### src/rtl/lru_kv_pkg.sv
// Shared types and constants for the LRU key-value cache.
// No dependencies; used by the top level and its port checker.
`default_nettype none
package lru_kv_pkg;

  // Field widths fixed by the item format
  localparam int DATA_W = 32;
  localparam int CAP_W  = 5;

  // Default slot count and capacity after reset
  localparam int DEFAULT_ENTRIES = 16;
  localparam logic [CAP_W-1:0] CAP_RESET = CAP_W'(16);

  typedef logic signed [DATA_W-1:0] data_t;
  typedef logic [CAP_W-1:0] cap_t;

  // Operation codes
  localparam logic CMD_GET = 1'b0;
  localparam logic CMD_PUT = 1'b1;

  // Value returned on a miss and on every put
  localparam data_t NEG_ONE = '1;

endpackage
`default_nettype wire

### src/rtl/lru_key_value_cache_top.sv
// An accepted item passes from the input register to the result register and
// waits in the input register while the result side stalls.
// Throughput: one item per cycle while results are taken; all slots compare
// keys and update their recency ranks in parallel between the two registers.
// Reset (synchronous, rst high) empties the cache, clears all ranks and sets
// the capacity to 16; no clearing pass is needed.
// Fully associative key-value cache with least-recently-used replacement.
// Depends on lru_kv_pkg.
`default_nettype none
module lru_key_value_cache_top #(
  parameter int ENTRIES = lru_kv_pkg::DEFAULT_ENTRIES
) (
  input  wire logic              clk,
  input  wire logic              rst,
  input  wire logic              cfg_we,
  input  wire lru_kv_pkg::cap_t  cfg_wdata,
  input  wire logic              req_valid,
  output logic                   req_ready,
  input  wire logic              cmd,
  input  wire lru_kv_pkg::data_t lookup_key,
  input  wire lru_kv_pkg::data_t write_value,
  output logic                   rsp_valid,
  input  wire logic              rsp_ready,
  output logic                   hit,
  output lru_kv_pkg::data_t      read_value
);
  import lru_kv_pkg::*;

  localparam int RANK_W = (ENTRIES > 1) ? $clog2(ENTRIES) : 1;
  localparam int OCC_W  = $clog2(ENTRIES + 1);
  localparam int CMP_W  = (OCC_W > CAP_W) ? OCC_W : CAP_W;

  // Configuration
  cap_t capacity;

  // Input register
  logic  hold_valid;
  logic  hold_cmd;
  data_t hold_key;
  data_t hold_value;

  // Slot storage
  logic [ENTRIES-1:0]    slot_valid;
  data_t                 slot_key   [ENTRIES];
  data_t                 slot_value [ENTRIES];
  logic [RANK_W-1:0]     recency_rank [ENTRIES];
  logic [OCC_W-1:0]      occupancy;

  // Per-item decode
  logic                  advance;
  logic [ENTRIES-1:0]    match_vec;
  logic [ENTRIES-1:0]    free_vec;
  logic [ENTRIES-1:0]    lru_vec;
  logic [ENTRIES-1:0]    target_vec;
  logic                  match_any;
  logic                  free_any;
  logic                  free_seen;
  logic [RANK_W-1:0]     match_rank;
  data_t                 match_value;
  logic [CMP_W-1:0]      cap_eff;
  logic                  full;
  logic                  is_put;
  logic                  do_touch;
  logic                  do_insert;
  logic [OCC_W-1:0]      touch_rank;

  // Advance when the input register holds an item and the result slot frees up
  assign advance   = hold_valid && (!rsp_valid || rsp_ready);
  assign req_ready = !hold_valid || advance;

  // Capacity register
  always_ff @(posedge clk) begin
    if (rst) begin
      capacity <= CAP_RESET;
    end else if (cfg_we) begin
      capacity <= cfg_wdata;
    end
  end

  // Capture the incoming item
  always_ff @(posedge clk) begin
    if (rst) begin
      hold_valid <= 1'b0;
    end else if (req_ready) begin
      hold_valid <= req_valid;
    end
  end

  always_ff @(posedge clk) begin
    if (req_valid && req_ready) begin
      hold_cmd   <= cmd;
      hold_key   <= lookup_key;
      hold_value <= write_value;
    end
  end

  // Compare all slots, find the first free slot and the least recent one
  always_comb begin
    match_vec   = '0;
    free_vec    = '0;
    lru_vec     = '0;
    match_rank  = '0;
    match_value = '0;
    free_seen   = 1'b0;
    for (int i = 0; i < ENTRIES; i++) begin
      match_vec[i] = slot_valid[i] && (slot_key[i] == hold_key);
      lru_vec[i]   = slot_valid[i] && (OCC_W'(recency_rank[i]) == occupancy - OCC_W'(1));
      if (!slot_valid[i] && !free_seen) begin
        free_vec[i] = 1'b1;
        free_seen   = 1'b1;
      end
      match_rank  = match_rank  | (recency_rank[i] & {RANK_W{match_vec[i]}});
      match_value = match_value | (slot_value[i]   & {DATA_W{match_vec[i]}});
    end
  end

  assign match_any = |match_vec;
  assign free_any  = |free_vec;
  assign is_put    = (hold_cmd == CMD_PUT);

  // Clamp the capacity into one .. ENTRIES
  always_comb begin
    cap_eff = CMP_W'(capacity);
    if (capacity == '0) begin
      cap_eff = CMP_W'(1);
    end
    if (cap_eff > CMP_W'(ENTRIES)) begin
      cap_eff = CMP_W'(ENTRIES);
    end
  end

  assign full = (CMP_W'(occupancy) >= cap_eff) || !free_any;

  // Pick the slot that becomes most recent and the rank threshold below it
  always_comb begin
    if (match_any) begin
      target_vec = match_vec;
      touch_rank = OCC_W'(match_rank);
    end else if (full) begin
      target_vec = lru_vec;
      touch_rank = occupancy - OCC_W'(1);
    end else begin
      target_vec = free_vec;
      touch_rank = occupancy;
    end
  end

  assign do_touch  = advance && (match_any || is_put);
  assign do_insert = advance && is_put && !match_any && !full;

  // Update valid bits, ranks and occupancy
  always_ff @(posedge clk) begin
    if (rst) begin
      slot_valid <= '0;
      occupancy  <= '0;
      for (int i = 0; i < ENTRIES; i++) begin
        recency_rank[i] <= '0;
      end
    end else begin
      if (do_insert) begin
        slot_valid <= slot_valid | target_vec;
        occupancy  <= occupancy + OCC_W'(1);
      end
      if (do_touch) begin
        for (int i = 0; i < ENTRIES; i++) begin
          if (target_vec[i]) begin
            recency_rank[i] <= '0;
          end else if (slot_valid[i] && (OCC_W'(recency_rank[i]) < touch_rank)) begin
            recency_rank[i] <= recency_rank[i] + RANK_W'(1);
          end
        end
      end
    end
  end

  // Write the value into the chosen slot, and its key unless the key already matched
  always_ff @(posedge clk) begin
    for (int i = 0; i < ENTRIES; i++) begin
      if (advance && is_put && target_vec[i]) begin
        slot_value[i] <= hold_value;
        if (!match_any) begin
          slot_key[i] <= hold_key;
        end
      end
    end
  end

  // Result register
  always_ff @(posedge clk) begin
    if (rst) begin
      rsp_valid <= 1'b0;
    end else if (advance) begin
      rsp_valid <= 1'b1;
    end else if (rsp_ready) begin
      rsp_valid <= 1'b0;
    end
  end

  always_ff @(posedge clk) begin
    if (advance) begin
      hit        <= match_any;
      read_value <= (!is_put && match_any) ? match_value : NEG_ONE;
    end
  end

endmodule
`default_nettype wire

### config.mk
export PLATFORM = sky130hd
export DESIGN_NAME = lru_key_value_cache_top
export DESIGN_NICKNAME = d
export VERILOG_FILES = /design/src/rtl/lru_kv_pkg.sv /design/src/rtl/lru_key_value_cache_top.sv
export SDC_FILE = /design/constraint.sdc
export NUM_CORES = 2
export LEC_CHECK = 0
export BUFFER_PORTS_ARGS = -buffer_cell sky130_fd_sc_hd__buf_2
export CORE_ASPECT_RATIO = 1.4
export CORE_MARGIN = 8
export CORE_UTILIZATION = 30
export DETAILED_ROUTE_END_ITERATION = 8
export GPL_TIMING_DRIVEN = 0
export PLACE_DENSITY = 0.45
export RECOVER_POWER = 25
export SYNTH_ARGS = -nofsm -noshare
export SYNTH_HDL_FRONTEND = slang
export SYNTH_SLANG_ARGS = --single-unit
### constraint.sdc
create_clock -name clk -period 7.4 [get_ports clk]
set_input_delay 1.48 -clock clk [delete_from_list [all_inputs] [get_ports clk]]
set_output_delay 1.48 -clock clk [all_outputs]
set_load 0.005 [all_outputs]
==> metrics.cfg <==
[run_status]
status=complete, but fails checks
violations=capacitance limit, slew limit

[drt]
detail_route.vias_per_cell=5.27
drtIter0Drc=2804
wl_um=186000
wl_per_cell_um=32.8
drt-pass1-iter-count=6
route.detailed.drc=0
antenna_left=0
num_vias=29900

[finish]
fillers=15800
syn_to_final_growth_pct=18.2
nets=3547
utilization_pct=35.7
drive_above_1_share_pct=14.8

[timing]
fmaxAchievable_mhz=141
slew-limit-headroom_pct=-6.53
setup_viol=0
tightest_slew_ns=1.60
finalClockSkew_ns=0.0400
rsz0062_at_grt=false
hold_viol=0
fin_crit_ns=7.09
whs_ns=0.514
finalMaxSlewViolations=79
timing.final.crit_share_pct=95.9

[worst_setup_path]
crit_slowest_cell=nor3_1
cp_top_family=buffers and inverters
crit_buf_inv=7
cp-start-kind=flip-flop
critPathKind=flip-flop to flip-flop
crit_path_frequent_cell=buf_2
crit_fanout=12
crit_path_cell_trace=buf_16, buf_2, buf_2, xor2_1, nor4_1, nand3_1, nor3_1, clkbuf_2, clkdlybuf4s15_2, a22oi_1, nand4_1, or3_1, o21ai_2, buf_8, ha_1, a2111oi_4, inv_2, o31ai_1
crit_path_max_incr_delay_ns=0.64
required_ns=7.79
endpoint_kind=flip-flop
worst-endpoint-arrival_ns=7.49

[die]
pin_count=110
start_util_pct=30.2
rows=177
dieHeight_um=499
fp.dieW_um=361
fp.dieArea_um2=180000
fp.coreArea_um2=166000

[synth]
yosys-top-cells-count=edfxtp_1 (1,186), xor2_1 (356), xnor2_1 (258), nand4_1 (113), a22o_1 (104)
ys_async_sr_fraction_pct=0
ys_types=66
yosysWarnings=0
ys.flop_type=edfxtp_1
synthMostInstantiatedCell=edfxtp_1
mappedNetlistArea_um2=50000
synth_area_leader_cell=edfxtp_1
ys_ff_latch=1214
synth-edff-count=1186
synth_top_area_share_pct=71.2
yosysSeqAreaShare_pct=72.3
netlist_instances=3093
synth_area_leaders=edfxtp_1 (71%), xor2_1 (6.2%), xnor2_1 (4.5%), a22o_1 (1.8%), a221oi_1 (1.8%)
syn_nets=3223
postSynthAreaPerCell_um2=16.2

[global_routing]
grt_pass1_vias=29800
grt_overflow=0
grt_max_degree=37
track_usage_pct=20.1
grt_pass1_wl_um=252000
antenna_found_initial=4

[clock_network]
cts_buffer_depth=3
clk_pin_slew_ns=0.06
cts_tree=built
insertion_delay_ns=0.80
clockRootBuffer=clkbuf_16
cts_sinks=1214
cts_buffers=133
h-tree-depth=4

[power]
ir_worst_vdd_mv=0.245
power-per-cell-area_nw_per_um2=255
power_leakage_uw=0.0186
design_power_total_uw=15100

[run]
maxCapViolCount=5

[place]
io_buffer_count=108
hpwl_um=119000
place.gp.congestion=0.900

[hold_path]
min_path_type=flip-flop to flip-flop

## layout by cell type (no fill, tap or decap), drive strengths merged, types with 6 or more instances in the layout
cell type and n:
nor3 44, inv 31, clkdlybuf4s15 8, dfxtp 28
mux2i 12, buf 265, nor4b 6, o21ai 25
clkinv 51, a22oi 80, clkbuf 239, a21oi 46
a211o 7, xnor2 258, a22o 104, nor2 76
a21o 8, or3 8, or4 7, nor4 94
a221oi 103, edfxtp 1186, and3 43, maj3 11
o31ai 9, ha 55, o21bai 7, nand3 65
clkinvlp 6, nor2b 12, nand4 113, xor2 356
and2 45, bufinv 11, and4 12, a31oi 8
nand2 32
## sequential cells by signal, indices dropped and copies added (netlist names)
name / cells
slot_key: 512
slot_value: 512
recency_rank: 64
hold_key: 32
hold_value: 32
read_value: 32
slot_valid: 16
capacity: 5
occupancy: 5
hit: 1
hold_cmd: 1
hold_valid: 1
rsp_valid: 1
## cell type report
| type | instances | area [µm²] | share of cell area [%] |
|---|---|---|---|
| antenna | 4 | 10.0 | 0.0169 |
| buffer | 161 | 831 | 1.40 |
| inverter | 24 | 95.1 | 0.161 |
| tap | 2148 | 2690 | 4.54 |
| clock inverter | 75 | 795 | 1.34 |
| timing repair buffer | 190 | 1810 | 3.06 |
| clock buffer | 161 | 3480 | 5.88 |
| sequential | 1214 | 36200 | 61.2 |
| multi-input combinational | 1693 | 13300 | 22.4 |
## worst paths after layout
kind                         endpoint  slack (ns)  depth (start not counted)          from
setup / recovery  recency_rank[0][15]        0.31                         18  hold_key[30]
hold reg to reg           capacity[0]        0.51                          2   capacity[0]
hold / removal            capacity[0]        0.51                          2   capacity[0]
setup reg to reg  recency_rank[0][15]        0.31                         18  hold_key[30]
## logic make-up after synthesis
kind of cell	share of synthesized area (%)
XOR/XNOR	10.7
flip-flops	72.3
multiplexers	0.240
adder cells (fa/ha/maj)	1.60
AND/OR/NAND/NOR	6.51
AO/OA/AOI/OAI	6.90
buffers and inverters	1.71
## per-stage QoR
step	TNS (ns)	area (µm²)	std cells	worst slack, ns
finish	0	59100	5670	0.305
global route	0	59100	5667	0.0799
CTS	0	59200	5665	0.0192
detailed placement	-334.96	54400	5389	-2.07
global placement	-3130.48	53300	5349	-4.15
floorplan	0	50000	3093	1.55
## tightest hold or removal path: stages (launching register included)
cell and delay (ns):
dfxtp_1 0.34, mux2i_1 0.07, nor2_1 0.07
## where the power goes
| group | internal [µW] | switching (µW) |
|---|---|---|
| Clock | 3760 | 2880 |
| Sequential | 7600 | 107 |
| Combinational | 221 | 488 |
| Total | 11600 | 3470 |
## what timing repair did
action                                  CTS  global route
setup buffers                            40             2
endpoints found under the setup margin  320            32
resized for setup                        25             6
hold buffers                              0             0
## metal layers
| layer | track usage (%) | vias to the layer above | share of wire [%] | wire length (µm) |
|---|---|---|---|---|
| met5 | 0 | - | 0 | 0 |
| met4 | 6.43 | 0 | 3.3 | 6080 |
| li1 | - | 12800 | - | - |
| met1 | 24.1 | 15800 | 40 | 73900 |
| met3 | 2.62 | 292 | 4.5 | 8290 |
| met2 | 37.0 | 1005 | 53 | 98000 |
Power figures use the tool's default switching activity.
